## config.mk

```make
export PLATFORM = sky130hd
export DESIGN_NAME = multi_channel_timed_debouncer_flat
export DESIGN_NICKNAME = d
export VERILOG_FILES = /design/src/rtl/mctdb_pkg.sv /design/src/rtl/mctdb_if.sv /design/src/rtl/mctdb_cfg_regs.sv /design/src/rtl/mctdb_in_reg.sv /design/src/rtl/mctdb_core.sv /design/src/rtl/multi_channel_timed_debouncer.sv /design/src/flat_wrapper.sv
export SDC_FILE = /design/constraint.sdc
export NUM_CORES = 2
export LEC_CHECK = 0
export BUFFER_PORTS_ARGS = -buffer_cell sky130_fd_sc_hd__clkbuf_2
export CELL_PAD_IN_SITES_DETAIL_PLACEMENT = 0
export CELL_PAD_IN_SITES_GLOBAL_PLACEMENT = 1
export CORE_AREA = 8 8 514 365
export CTS_CLUSTER_DIAMETER = 60
export DETAILED_ROUTE_END_ITERATION = 12
export DIE_AREA = 0 0 522 373
export GPL_TIMING_DRIVEN = 0
export PLACE_DENSITY = 0.72
export SETUP_SLACK_MARGIN = 0.2
export SYNTH_ARGS = -nofsm -noshare
export SYNTH_HDL_FRONTEND = slang
export SYNTH_SLANG_ARGS = --single-unit
```

## constraint.sdc

```tcl
create_clock -name i_clk -period 9.9 [get_ports i_clk]
set_input_delay 2.97 -clock i_clk [delete_from_list [all_inputs] [get_ports i_clk]]
set_output_delay 2.97 -clock i_clk [all_outputs]
set_load 0.005 [all_outputs]
```

## src/rtl/mctdb_pkg.sv

```systemverilog
// ----------------------------------------------------------------------------
// Multi-channel timed debouncer package
// Shared widths, codes and payload types for the debouncer block.
// ----------------------------------------------------------------------------
package mctdb_pkg;

    localparam int DEF_NUM_CHANNELS = 16;
    localparam int DEF_TIME_BITS    = 32;

    localparam int ACTION_W   = 2;
    localparam int PORT_W     = 8;
    localparam int NUM_PORTS  = 2;
    localparam int CHAN_W     = 4;
    localparam int MASK_W     = 16;
    localparam int DELAY_W    = 16;
    localparam int CFG_IDX_W  = 2;
    localparam int CFG_DATA_W = 16;

    localparam logic [DELAY_W-1:0] RST_DEBOUNCE_DELAY = DELAY_W'(20);
    localparam logic [DELAY_W-1:0] RST_POLL_INTERVAL  = DELAY_W'(100);
    localparam logic               RST_ACTIVE_LOW     = 1'b1;

    typedef enum logic [ACTION_W-1:0] {
        ACT_TICK   = 2'd0,
        ACT_SAMPLE = 2'd1,
        ACT_TAKE   = 2'd2
    } t_action;

    typedef enum logic [CFG_IDX_W-1:0] {
        REG_DEBOUNCE_DELAY = 2'd0,
        REG_POLL_INTERVAL  = 2'd1,
        REG_ACTIVE_LOW     = 2'd2
    } t_reg_idx;

    typedef struct packed {
        logic [ACTION_W-1:0] action;
        logic                port_select;
        logic [PORT_W-1:0]   port_data;
        logic [CHAN_W-1:0]   channel;
    } t_in_item;

    typedef struct packed {
        logic [MASK_W-1:0] held_mask;
        logic [MASK_W-1:0] latch_mask;
        logic              any_press;
        logic              press_taken;
        logic              poll_request;
    } t_out_item;

    typedef struct packed {
        logic [DELAY_W-1:0] debounce_delay;
        logic [DELAY_W-1:0] poll_interval;
        logic               active_low;
    } t_cfg;

endpackage

```

## src/rtl/mctdb_if.sv

```systemverilog
// ----------------------------------------------------------------------------
// Multi-channel timed debouncer interfaces
// Valid/ready channels for input items, results and register writes.
// ----------------------------------------------------------------------------
interface mctdb_in_if;
    import mctdb_pkg::*;

    logic                valid;
    logic                ready;
    logic [ACTION_W-1:0] action;
    logic                port_select;
    logic [PORT_W-1:0]   port_data;
    logic [CHAN_W-1:0]   channel;

    modport source (output valid, action, port_select, port_data, channel, input ready);
    modport sink   (input valid, action, port_select, port_data, channel, output ready);
endinterface

interface mctdb_out_if;
    import mctdb_pkg::*;

    logic              valid;
    logic              ready;
    logic [MASK_W-1:0] held_mask;
    logic [MASK_W-1:0] latch_mask;
    logic              any_press;
    logic              press_taken;
    logic              poll_request;

    modport source (output valid, held_mask, latch_mask, any_press, press_taken,
                    poll_request, input ready);
    modport sink   (input valid, held_mask, latch_mask, any_press, press_taken,
                    poll_request, output ready);
endinterface

interface mctdb_cfg_if;
    import mctdb_pkg::*;

    logic                  valid;
    logic                  ready;
    logic [CFG_IDX_W-1:0]  index;
    logic [CFG_DATA_W-1:0] data;

    modport source (output valid, index, data, input ready);
    modport sink   (input valid, index, data, output ready);
endinterface

```

## src/rtl/mctdb_cfg_regs.sv

```systemverilog
// ----------------------------------------------------------------------------
// Debouncer configuration registers
// Holds debounce delay, poll interval and polarity; writes by index.
// ----------------------------------------------------------------------------
module mctdb_cfg_regs (
    input  logic              i_clk,
    input  logic              i_rst_n,
    mctdb_cfg_if.sink         i_cfg,
    output mctdb_pkg::t_cfg   o_cfg
);
    import mctdb_pkg::*;

    t_cfg r_cfg;
    t_cfg n_cfg;

    assign i_cfg.ready = 1'b1;
    assign o_cfg       = r_cfg;

    always_comb begin
        n_cfg = r_cfg;
        if (i_cfg.valid) begin
            unique case (i_cfg.index)
                REG_DEBOUNCE_DELAY: n_cfg.debounce_delay = i_cfg.data[DELAY_W-1:0];
                REG_POLL_INTERVAL:  n_cfg.poll_interval  = i_cfg.data[DELAY_W-1:0];
                REG_ACTIVE_LOW:     n_cfg.active_low     = i_cfg.data[0];
                default:            n_cfg = r_cfg;
            endcase
        end
    end

    always_ff @(posedge i_clk) begin
        if (!i_rst_n) begin
            r_cfg.debounce_delay <= RST_DEBOUNCE_DELAY;
            r_cfg.poll_interval  <= RST_POLL_INTERVAL;
            r_cfg.active_low     <= RST_ACTIVE_LOW;
        end else begin
            r_cfg <= n_cfg;
        end
    end

endmodule

```

## src/rtl/mctdb_in_reg.sv

```systemverilog
// ----------------------------------------------------------------------------
// Debouncer input register
// Captures one input transaction; refills in the cycle it is consumed.
// ----------------------------------------------------------------------------
module mctdb_in_reg (
    input  logic                 i_clk,
    input  logic                 i_rst_n,
    mctdb_in_if.sink             i_in,
    input  logic                 i_take,
    output logic                 o_valid,
    output mctdb_pkg::t_in_item  o_item
);
    import mctdb_pkg::*;

    logic     r_valid;
    t_in_item r_item;

    assign i_in.ready = !r_valid || i_take;
    assign o_valid    = r_valid;
    assign o_item     = r_item;

    always_ff @(posedge i_clk) begin
        if (!i_rst_n) begin
            r_valid <= 1'b0;
        end else if (i_in.ready) begin
            r_valid <= i_in.valid;
        end
    end

    always_ff @(posedge i_clk) begin
        if (i_in.valid && i_in.ready) begin
            r_item.action      <= i_in.action;
            r_item.port_select <= i_in.port_select;
            r_item.port_data   <= i_in.port_data;
            r_item.channel     <= i_in.channel;
        end
    end

endmodule

```

## src/rtl/mctdb_core.sv

```systemverilog
// ----------------------------------------------------------------------------
// Debouncer core
// Channel state, single-pass update per transaction and result register.
// ----------------------------------------------------------------------------
module mctdb_core #(
    parameter int NUM_CHANNELS = mctdb_pkg::DEF_NUM_CHANNELS,
    parameter int TIME_BITS    = mctdb_pkg::DEF_TIME_BITS
) (
    input  logic                 i_clk,
    input  logic                 i_rst_n,
    input  logic                 i_valid,
    input  mctdb_pkg::t_in_item  i_item,
    input  mctdb_pkg::t_cfg      i_cfg,
    output logic                 o_take,
    mctdb_out_if.source          o_out
);
    import mctdb_pkg::*;

    logic [TIME_BITS-1:0]    r_time;
    logic [TIME_BITS-1:0]    n_time;
    logic [NUM_CHANNELS-1:0] r_raw;
    logic [NUM_CHANNELS-1:0] n_raw;
    logic [NUM_CHANNELS-1:0] r_stable;
    logic [NUM_CHANNELS-1:0] n_stable;
    logic [NUM_CHANNELS-1:0] r_latch;
    logic [NUM_CHANNELS-1:0] n_latch;
    logic [TIME_BITS-1:0]    r_stamp [NUM_CHANNELS];
    logic [TIME_BITS-1:0]    n_stamp [NUM_CHANNELS];
    logic [TIME_BITS-1:0]    r_poll_stamp;
    logic [TIME_BITS-1:0]    n_poll_stamp;
    logic                    r_res_valid;
    t_out_item               r_res;
    t_out_item               n_res;

    logic                    w_fire;

    assign o_take = !r_res_valid || o_out.ready;
    assign w_fire = i_valid && o_take;

    always_comb begin
        logic [TIME_BITS-1:0]           elapsed;
        logic [TIME_BITS-1:0]           tick_time;
        logic                           taken;
        logic                           poll;
        logic [NUM_CHANNELS+MASK_W-1:0] held_ext;
        logic [NUM_CHANNELS+MASK_W-1:0] latch_ext;

        tick_time    = r_time + TIME_BITS'(1);
        n_time       = r_time;
        n_raw        = r_raw;
        n_stable     = r_stable;
        n_latch      = r_latch;
        n_poll_stamp = r_poll_stamp;
        n_stamp      = r_stamp;
        taken        = 1'b0;
        poll         = 1'b0;
        elapsed      = '0;

        unique case (i_item.action)
            ACT_TICK: begin
                n_time = tick_time;
                for (int k = 0; k < NUM_CHANNELS; k++) begin
                    elapsed = tick_time - r_stamp[k];
                    if ((r_raw[k] != r_stable[k]) &&
                        (elapsed >= TIME_BITS'(i_cfg.debounce_delay))) begin
                        n_stable[k] = r_raw[k];
                        if (r_raw[k] != i_cfg.active_low) begin
                            n_latch[k] = 1'b1;
                        end
                    end
                end
                if ((tick_time - r_poll_stamp) >= TIME_BITS'(i_cfg.poll_interval)) begin
                    n_poll_stamp = tick_time;
                    poll         = 1'b1;
                end
            end
            ACT_SAMPLE: begin
                for (int k = 0; k < NUM_CHANNELS; k++) begin
                    if ((k < NUM_PORTS * PORT_W) &&
                        ((k / PORT_W) == int'(i_item.port_select)) &&
                        (r_raw[k] != i_item.port_data[k % PORT_W])) begin
                        n_raw[k]   = i_item.port_data[k % PORT_W];
                        n_stamp[k] = r_time;
                    end
                end
            end
            ACT_TAKE: begin
                for (int k = 0; k < NUM_CHANNELS; k++) begin
                    if (int'(i_item.channel) == k) begin
                        taken      = r_latch[k];
                        n_latch[k] = 1'b0;
                    end
                end
            end
            default: begin
                n_time = r_time;
            end
        endcase

        held_ext  = {{MASK_W{1'b0}}, (i_cfg.active_low ? ~n_stable : n_stable)};
        latch_ext = {{MASK_W{1'b0}}, n_latch};

        n_res.held_mask    = held_ext[MASK_W-1:0];
        n_res.latch_mask   = latch_ext[MASK_W-1:0];
        n_res.any_press    = |n_latch;
        n_res.press_taken  = taken;
        n_res.poll_request = poll;
    end

    always_ff @(posedge i_clk) begin
        if (!i_rst_n) begin
            r_time       <= '0;
            r_raw        <= '1;
            r_stable     <= '1;
            r_latch      <= '0;
            r_poll_stamp <= '0;
            for (int k = 0; k < NUM_CHANNELS; k++) begin
                r_stamp[k] <= '0;
            end
        end else if (w_fire) begin
            r_time       <= n_time;
            r_raw        <= n_raw;
            r_stable     <= n_stable;
            r_latch      <= n_latch;
            r_poll_stamp <= n_poll_stamp;
            r_stamp      <= n_stamp;
        end
    end

    always_ff @(posedge i_clk) begin
        if (!i_rst_n) begin
            r_res_valid <= 1'b0;
        end else if (o_take) begin
            r_res_valid <= i_valid;
        end
    end

    always_ff @(posedge i_clk) begin
        if (w_fire) begin
            r_res <= n_res;
        end
    end

    assign o_out.valid        = r_res_valid;
    assign o_out.held_mask    = r_res.held_mask;
    assign o_out.latch_mask   = r_res.latch_mask;
    assign o_out.any_press    = r_res.any_press;
    assign o_out.press_taken  = r_res.press_taken;
    assign o_out.poll_request = r_res.poll_request;

    a_any_press_matches_latches: assert property (@(posedge i_clk) disable iff (!i_rst_n)
        r_res_valid |-> (r_res.any_press == (|r_latch)))
        else $error("any_press disagrees with latch state");

    a_taken_only_on_take: assert property (@(posedge i_clk) disable iff (!i_rst_n)
        (w_fire && i_item.action != ACT_TAKE) |=> !r_res.press_taken)
        else $error("press_taken set outside a take");

    a_poll_only_on_tick: assert property (@(posedge i_clk) disable iff (!i_rst_n)
        (w_fire && i_item.action != ACT_TICK) |=> (!r_res.poll_request && $stable(r_time)))
        else $error("poll or time change outside a tick");

    a_stable_only_on_tick: assert property (@(posedge i_clk) disable iff (!i_rst_n)
        (w_fire && i_item.action != ACT_TICK) |=> $stable(r_stable))
        else $error("stable levels changed outside a tick");

    a_latch_rise_only_on_tick: assert property (@(posedge i_clk) disable iff (!i_rst_n)
        (w_fire && i_item.action != ACT_TICK) |=> ((r_latch & ~$past(r_latch)) == '0))
        else $error("press latch set outside a tick");

endmodule

```

## src/rtl/multi_channel_timed_debouncer.sv

```systemverilog
// ----------------------------------------------------------------------------
// Multi-channel timed debouncer
// Timestamp debouncing of port-sampled lines with press latches and polling.
//
// Channel   Dir  Payload                                         Transaction when
// i_in      in   action, port_select, port_data, channel         valid && ready
// o_out     out  held_mask, latch_mask, any_press,               valid && ready
//                press_taken, poll_request
// i_cfg     in   index, data                                     valid && ready
//
// Every transaction produces exactly one result, via the input register and then
// the result register. One transaction per cycle is sustained while o_out is ready;
// the per-channel elapsed-time compares of a tick set the combinational path.
// Reset (i_rst_n low at a clock edge) clears time, latches and stamps and
// restores idle-high raw and stable levels and default register values.
// A stalled o_out holds its result and backs up i_in after one more item.
// ----------------------------------------------------------------------------
module multi_channel_timed_debouncer #(
    parameter int NUM_CHANNELS = mctdb_pkg::DEF_NUM_CHANNELS,
    parameter int TIME_BITS    = mctdb_pkg::DEF_TIME_BITS
) (
    input  logic         i_clk,
    input  logic         i_rst_n,
    mctdb_in_if.sink     i_in,
    mctdb_out_if.source  o_out,
    mctdb_cfg_if.sink    i_cfg
);
    import mctdb_pkg::*;

    t_cfg     w_cfg;
    t_in_item w_item;
    logic     w_item_valid;
    logic     w_take;

    mctdb_cfg_regs u_cfg_regs (
        .i_clk   (i_clk),
        .i_rst_n (i_rst_n),
        .i_cfg   (i_cfg),
        .o_cfg   (w_cfg)
    );

    mctdb_in_reg u_in_reg (
        .i_clk   (i_clk),
        .i_rst_n (i_rst_n),
        .i_in    (i_in),
        .i_take  (w_take),
        .o_valid (w_item_valid),
        .o_item  (w_item)
    );

    mctdb_core #(
        .NUM_CHANNELS (NUM_CHANNELS),
        .TIME_BITS    (TIME_BITS)
    ) u_core (
        .i_clk   (i_clk),
        .i_rst_n (i_rst_n),
        .i_valid (w_item_valid),
        .i_item  (w_item),
        .i_cfg   (w_cfg),
        .o_take  (w_take),
        .o_out   (o_out)
    );

endmodule

```

## src/flat_wrapper.sv

```systemverilog
// flat-port wrapper written by rule: the top's interface ports become plain ports
module multi_channel_timed_debouncer_flat import mctdb_pkg::*;
#(
    parameter int NUM_CHANNELS = mctdb_pkg::DEF_NUM_CHANNELS,
    parameter int TIME_BITS    = mctdb_pkg::DEF_TIME_BITS
)
  (i_clk, i_rst_n, i_in_valid, i_in_action, i_in_port_select, i_in_port_data, i_in_channel, i_in_ready, o_out_valid, o_out_held_mask, o_out_latch_mask, o_out_any_press, o_out_press_taken, o_out_poll_request, o_out_ready, i_cfg_valid, i_cfg_index, i_cfg_data, i_cfg_ready);
  mctdb_in_if i_in_i ();
  mctdb_out_if o_out_i ();
  mctdb_cfg_if i_cfg_i ();
  input  logic i_clk;
  input  logic i_rst_n;
  input wire logic [$bits(i_in_i.valid)-1:0] i_in_valid;
  input wire logic [$bits(i_in_i.action)-1:0] i_in_action;
  input wire logic [$bits(i_in_i.port_select)-1:0] i_in_port_select;
  input wire logic [$bits(i_in_i.port_data)-1:0] i_in_port_data;
  input wire logic [$bits(i_in_i.channel)-1:0] i_in_channel;
  output wire logic [$bits(i_in_i.ready)-1:0] i_in_ready;
  output wire logic [$bits(o_out_i.valid)-1:0] o_out_valid;
  output wire logic [$bits(o_out_i.held_mask)-1:0] o_out_held_mask;
  output wire logic [$bits(o_out_i.latch_mask)-1:0] o_out_latch_mask;
  output wire logic [$bits(o_out_i.any_press)-1:0] o_out_any_press;
  output wire logic [$bits(o_out_i.press_taken)-1:0] o_out_press_taken;
  output wire logic [$bits(o_out_i.poll_request)-1:0] o_out_poll_request;
  input wire logic [$bits(o_out_i.ready)-1:0] o_out_ready;
  input wire logic [$bits(i_cfg_i.valid)-1:0] i_cfg_valid;
  input wire logic [$bits(i_cfg_i.index)-1:0] i_cfg_index;
  input wire logic [$bits(i_cfg_i.data)-1:0] i_cfg_data;
  output wire logic [$bits(i_cfg_i.ready)-1:0] i_cfg_ready;
  assign i_in_i.valid = i_in_valid;
  assign i_in_i.action = i_in_action;
  assign i_in_i.port_select = i_in_port_select;
  assign i_in_i.port_data = i_in_port_data;
  assign i_in_i.channel = i_in_channel;
  assign i_in_ready = i_in_i.ready;
  assign o_out_valid = o_out_i.valid;
  assign o_out_held_mask = o_out_i.held_mask;
  assign o_out_latch_mask = o_out_i.latch_mask;
  assign o_out_any_press = o_out_i.any_press;
  assign o_out_press_taken = o_out_i.press_taken;
  assign o_out_poll_request = o_out_i.poll_request;
  assign o_out_i.ready = o_out_ready;
  assign i_cfg_i.valid = i_cfg_valid;
  assign i_cfg_i.index = i_cfg_index;
  assign i_cfg_i.data = i_cfg_data;
  assign i_cfg_ready = i_cfg_i.ready;
  multi_channel_timed_debouncer #(.NUM_CHANNELS(NUM_CHANNELS), .TIME_BITS(TIME_BITS)) u_core (.i_clk(i_clk), .i_rst_n(i_rst_n), .i_in(i_in_i), .o_out(o_out_i), .i_cfg(i_cfg_i));
endmodule
```

Word level (Yosys, flattened, before mapping) --
Cells that the tools add are included.
Word-level totals: bits of input ports 38, output and inout port bits 38, register bits after elaboration 709, logic and storage cells 301
Operators by class: bitwise operators 2, $add $sub $neg 18, eq/ne operators 67, reductions and logical operators 63, mux-type cells 84, magnitude comparators 17
Operators by type and width (number):
- >= comparator 32 x 16 -> 1 bit | 17
- subtractor 32 bit | 17
- 2-to-1 mux 1 bit | 81
- AND reduction 3 bit | 17
- inequality test 1 bit | 48
- logical AND 1 bit | 34
- adder 32 x 1 -> 32 bit (second input constant) | 1
- == test 4 bit (second input constant) | 8
- 2-to-1 mux 16 bit | 2
- one-hot mux 16 bit (2 select lines) | 1
- == test 4 x 3 -> 1 bit (second input constant) | 4
- inverter 16 bit | 1
- OR reduction 16 bit | 1
- == test 4 x 2 -> 1 bit (second input constant) | 2
- AND reduction 2 bit | 4
- == test 2 x 1 -> 1 bit (second input constant) | 2
- == test 2 bit (second input constant) | 2
- == test 4 x 1 -> 1 bit (second input constant) | 1
- zero test 2 bit | 2
- zero test 4 bit | 1
- zero test 1 bit | 2
- logical OR 1 bit | 2
- inverter 1 bit | 1

Depth between registers and ports, before layout --
depth in word-level cells 17, depth in mapped cells 32, depth with buffers taken out 29

Hierarchy --
Synthesis repeated with hierarchy kept, for this count alone.
Unflattened totals: cell total of the unflattened synthesis 9116, area total of the unflattened synthesis 65544.1 µm²
By module, submodules not included:
- mctdb_core | sequential area each 13563.0 µm², instances 1, area each 63709.9 µm², cells an instance 8962
- mctdb_cfg_regs | sequential area each 660.6 µm², instances 1, area each 1326.3 µm², cells an instance 134
- mctdb_in_reg | sequential area each 470.5 µm², instances 1, area each 508.0 µm², cells an instance 20

Least setup slack after synthesis --
No wires, ideal clock.
path type reg2reg, start reg u_core.u_core.r_time[0], end reg u_core.u_core.r_res (netlist bit u_core.u_core.o_out.any_press), data pin, path slack 2065 ps, period minus slack after synthesis 7835 ps, setup time 272 ps, required time 9628 ps, stages on the path, launching flop included 29, data arrival time 7563 ps, buffers on the path 2, cells stage by stage dfxtp_1 ha_1 nand2_1 nor3_1 and3_1 nand4_1 nor2_1 and3_1 clkbuf_1 nand2_1 nor2_1 nand2_1 nor2_1 xor2_1 ha_1 buf_6 a21o_1 a21o_1 a21o_1 mux2_2 or4_1 a2111oi_2 nand3_1 or4_1 o31a_1 a21bo_1 nor4_2 nand4b_1 or4_1
RTL lines:
- start, declared | RTL line mctdb_core.sv:19 | logic [TIME_BITS-1:0] r_time;
- start signal, assigned | RTL line mctdb_core.sv:121 | r_time <= n_time;
- end signal, assigned | RTL line mctdb_core.sv:140 | r_res <= n_res;
- end, declared | RTL line mctdb_core.sv:32 | t_out_item r_res;

==> flow_metrics.env <==
export IMPL_outcome="complete, but fails checks"
export IMPL_violations="capacitance limit, slew limit"
export IMPL_grt_usage_pct=27.6
export IMPL_synth_top_family_by_area="compound AO/OA/AOI/OAI gates"
export IMPL_yosysSeqAreaShare_pct=22.9
export IMPL_grt_pass1_wl_mm=406
export IMPL_nets=10000
export IMPL_ant_nets=0
export IMPL_hold_ws_ps=453
export IMPL_maxCapViolCount=9
export IMPL_synth_seq_cells=709
export IMPL_yosysWarnings=0
export IMPL_switching_share_pct=28.7
export IMPL_antenna_found_initial=28
export IMPL_grt_overflow_total=0
export IMPL_rsz0062_at_grt="no"
export IMPL_ios=76
export IMPL_fin_ws_ps=317
export IMPL_vias=67600
export IMPL_max_freq_mhz=104
export IMPL_drive_above_1_share_pct=5.36
export IMPL_fin_crit_ps=9580
export IMPL_area_growth_syn_to_layout_pct=13.6
export IMPL_pwr_share_clk_pct=48.1
export IMPL_synth_ff_type="dfxtp_1"
export IMPL_fin_skew_ps=63.2
export IMPL_crit_arrival_ps=10020
export IMPL_regArea_um2=14700
export IMPL_yosys_area_share_simple_pct=22.2
export IMPL_r2r_cells=25
export IMPL_met1Wirelength_mm=136
export IMPL_highest_layer="met5"
export IMPL_grt_max_degree=32
export IMPL_first_iter_violations=8325
export IMPL_netlist_cell_type_count=100
export IMPL_clk_path_buf_depth=3
export IMPL_port_buffers=73
export IMPL_setup_violations_final=0
export IMPL_drtPass1Iterations=6
export IMPL_r2r_end="u_core.u_core.o_out.any_press"
export IMPL_yosys_area_share_xor_xnor_pct=6.06
export IMPL_clock_latency_ps=760
export IMPL_place_ws_ps=-716
export IMPL_ys_top_cells_by_area="dfxtp_1, ha_1, nand2_1"
export IMPL_cts_buffers=93
export IMPL_drcViolationCount=0
export IMPL_cp_endpoint="u_core.u_core.o_out.any_press"
export IMPL_worstPathRequired_ps=10340
export IMPL_maxSlewViolCount=87
export IMPL_multi_input_area_um2=45700
export IMPL_crit_start="u_core.u_core.r_time[8]"
export IMPL_power_density_nw_per_um2=98.5
export IMPL_combPwrFrac_pct=10.9
export IMPL_dp_cells=11500
export IMPL_syn_inst=8890
export IMPL_yosysTopAreaCell="dfxtp_1"
export IMPL_wirelength_mm=285
export IMPL_place_gp_congestion=0.977
export IMPL_fin_crit_sh_pct=96.8
export IMPL_rr_startpoint="u_core.u_core.r_time[8]"
export IMPL_std_cell_rows=131
export IMPL_start_util_pct=35.7
export IMPL_min_path_type="reg -> reg"
export IMPL_start_kind="flop"
export IMPL_wl_per_cell_um=24.5
export IMPL_die_y_um=373
export IMPL_async_flop_share_pct=0
export IMPL_cts_tree="yes"
export IMPL_clkSlewWorstSetupHoldPaths_ps=60
export IMPL_grt_pass1_vias=59600
export IMPL_ir_worst_vdd_mv=0.122
export IMPL_place_area_um2=69700
export IMPL_path_class="reg -> reg"
export IMPL_power_frac_seq_pct=41.0
export IMPL_fin_cells=11600
export IMPL_synth_top_area_share_pct=20.5
export IMPL_synth_edff_count=50
export IMPL_fillCellCount=18700
export IMPL_wl_met2_mm=104
export IMPL_min_delay_path_depth=2
export IMPL_via_per_inst=5.82
export IMPL_p_int_w=0.00513
export IMPL_r2r_setup_slack_ps=320
export IMPL_final_area_um2=73000
export IMPL_leakage_nw=30.7
export IMPL_finalHoldViolCount=0
export IMPL_hpwl_mm=217
export IMPL_cts_sink_count=709
export IMPL_syn_nets=9745
export IMPL_synthAdderAreaFrac_pct=16.1
export IMPL_htree_levels=3
export IMPL_synth_compound_area_share_pct=24.9
export IMPL_core_area_um2=180000
export IMPL_slew_headroom_pct=-6.90
export IMPL_netlist_area_um2=64200
export IMPL_tightest_slew_ps=1600
export IMPL_endpoint_kind="flop"
export IMPL_cp_max_fo=10
export IMPL_dieArea_um2=195000
export IMPL_muxShareOfSynthArea_pct=1.14
export IMPL_dr_wl_met3_mm=32.4
export IMPL_syn_mean_instance_area_um2=7.22
export IMPL_power_switching_w=0.00206
export IMPL_die_x_um=522
export IMPL_cts_hold_buffers=0
export IMPL_cts_root_buf="clkbuf_16"
==> through the flow <==
| stage | total power [W] | TNS [ps] | util (%) |
|---|---|---|---|
| 2_1_floorplan | 0.00346 | 0 | - |
| 6_report | 0.00719 | 0 | 40.5 |
| 3_5_place_dp | 0.00376 | -716 | 38.7 |
| 4_1_cts | 0.00720 | 0 | 40.5 |
| 3_3_place_gp | 0.00374 | -334710 | 37.5 |
| 5_1_grt | 0.00739 | 0 | 40.5 |
==> cell usage in the layout, fill, tap and decap left out, types with 105 or more instances in the layout <==
cell type and count:
inv_1 699, nand2_1 1595, clkbuf_2 107, xnor2_1 249, ha_1 799, a21oi_1 1134
nand3_1 202, a21o_1 197, nor3_1 126, dfxtp_1 657, o21a_1 106, nand2b_1 132
clkbuf_1 378, o21ai_0 385, a211oi_1 127, nor2_1 483, nand4_1 105, xor2_1 160
==> critical path, cell delays in order, from the launching register on <==
cell and delay [ps]:
dfxtp_1 330, clkbuf_1 1030, and3_1 500, xor2_4 740, buf_12 270, ha_1 250, nand4_1 130, or2_0 240
a211o_1 330, a21boi_1 440, nand2_1 100, nand2_1 100, xor2_1 160, ha_1 250, and4_1 220, a211o_1 320
a2111oi_0 430, o2111ai_1 190, or4b_1 510, or4_1 560, nor4_1 280, a31oi_1 380, a21bo_2 420, nor4_2 270
nand4b_1 110, or4_1 620
==> logic make-up (layout without fill, tap and decap cells) <==
| family | after synthesis | after routing |
|---|---|---|
| AND/OR/NAND/NOR | 3128 | 3128 |
| other | 1 | 7 |
| flip-flops | 709 | 709 |
| XOR/XNOR | 441 | 441 |
| AO/OA/AOI/OAI | 2585 | 2585 |
| multiplexers | 71 | 71 |
| adder cells (fa/ha/maj) | 817 | 817 |
| buffers and inverters | 1138 | 1480 |
==> layer usage <==
layer	vias up	GRT usage, %
li1	31900	-
met1	32000	43.2
met2	3279	35.9
met3	460	6.08
met4	2	10.1
met5	-	0
==> how the worst min path moves through the flow <==
stage | start | end | slack, ps
floorplan | u_core.u_cfg_regs.o_cfg[10] | u_core.u_cfg_regs.o_cfg[10] | 440
global placement | u_core.u_cfg_regs.o_cfg[22] | u_core.u_cfg_regs.o_cfg[22] | 440
detailed placement | u_core.u_core.r_stamp[181] | u_core.u_core.r_stamp[181] | 450
CTS | u_core.u_core.r_stamp[181] | u_core.u_core.r_stamp[181] | 450
global route | u_core.u_core.r_stamp[218] | u_core.u_core.r_stamp[218] | 470
finish | u_core.u_core.r_stamp[273] | u_core.u_core.r_stamp[273] | 450
==> synthesized netlist by cell type (all sizes together) (83+ instances only) <==
| cell type | count |
|---|---|
| ha | 800 |
| a21oi | 1134 |
| o211ai | 89 |
| a31oi | 83 |
| dfxtp | 659 |
| o21a | 106 |
| inv | 715 |
| nor2b | 94 |
| a21o | 197 |
| nor2 | 485 |
| nor3 | 128 |
| a211oi | 127 |
| nand2b | 132 |
| nand2 | 1595 |
| clkbuf | 398 |
| nand3 | 202 |
| nand4 | 105 |
| xnor2 | 264 |
| xor2 | 175 |
| o21ai | 393 |
==> power by group through the flow <==
stage                     registers, W  clock network, W  logic (W)
after floorplan                0.00299                 0   0.000462
after global placement         0.00301                 0   0.000733
after detailed placement       0.00301                 0   0.000755
after CTS                      0.00295           0.00350   0.000761
after global routing           0.00295           0.00361   0.000835
final                          0.00295           0.00346   0.000784
==> timing repair <==
| action | CTS | global route |
|---|---|---|
| setup buffers | 3 | 1 |
| setup endpoints to repair | 20 | 11 |
| resized for setup | 7 | 3 |
==> cell type report <==
type | count | area share, %
Clock buffer | 120 | 3.52
Sequential cell | 709 | 20.1
Inverter | 716 | 3.68
Clock inverter | 50 | 0.703
Timing Repair Buffer | 172 | 2.94
Buffer | 422 | 2.26
Tap cell | 2394 | 4.10
Multi-Input combinational cell | 7043 | 62.6
Antenna cell | 6 | 0.0206
==> state kept, by name, summed over array words and instances (netlist names), 32 cells and up <==
name and cells:
u_core.u_core.r_time 32, u_core.u_cfg_regs.o_cfg 33, u_core.u_core.r_poll_stamp 32, u_core.u_core.r_stamp 512
No activity file was read; power rests on OpenSTA's default activity.
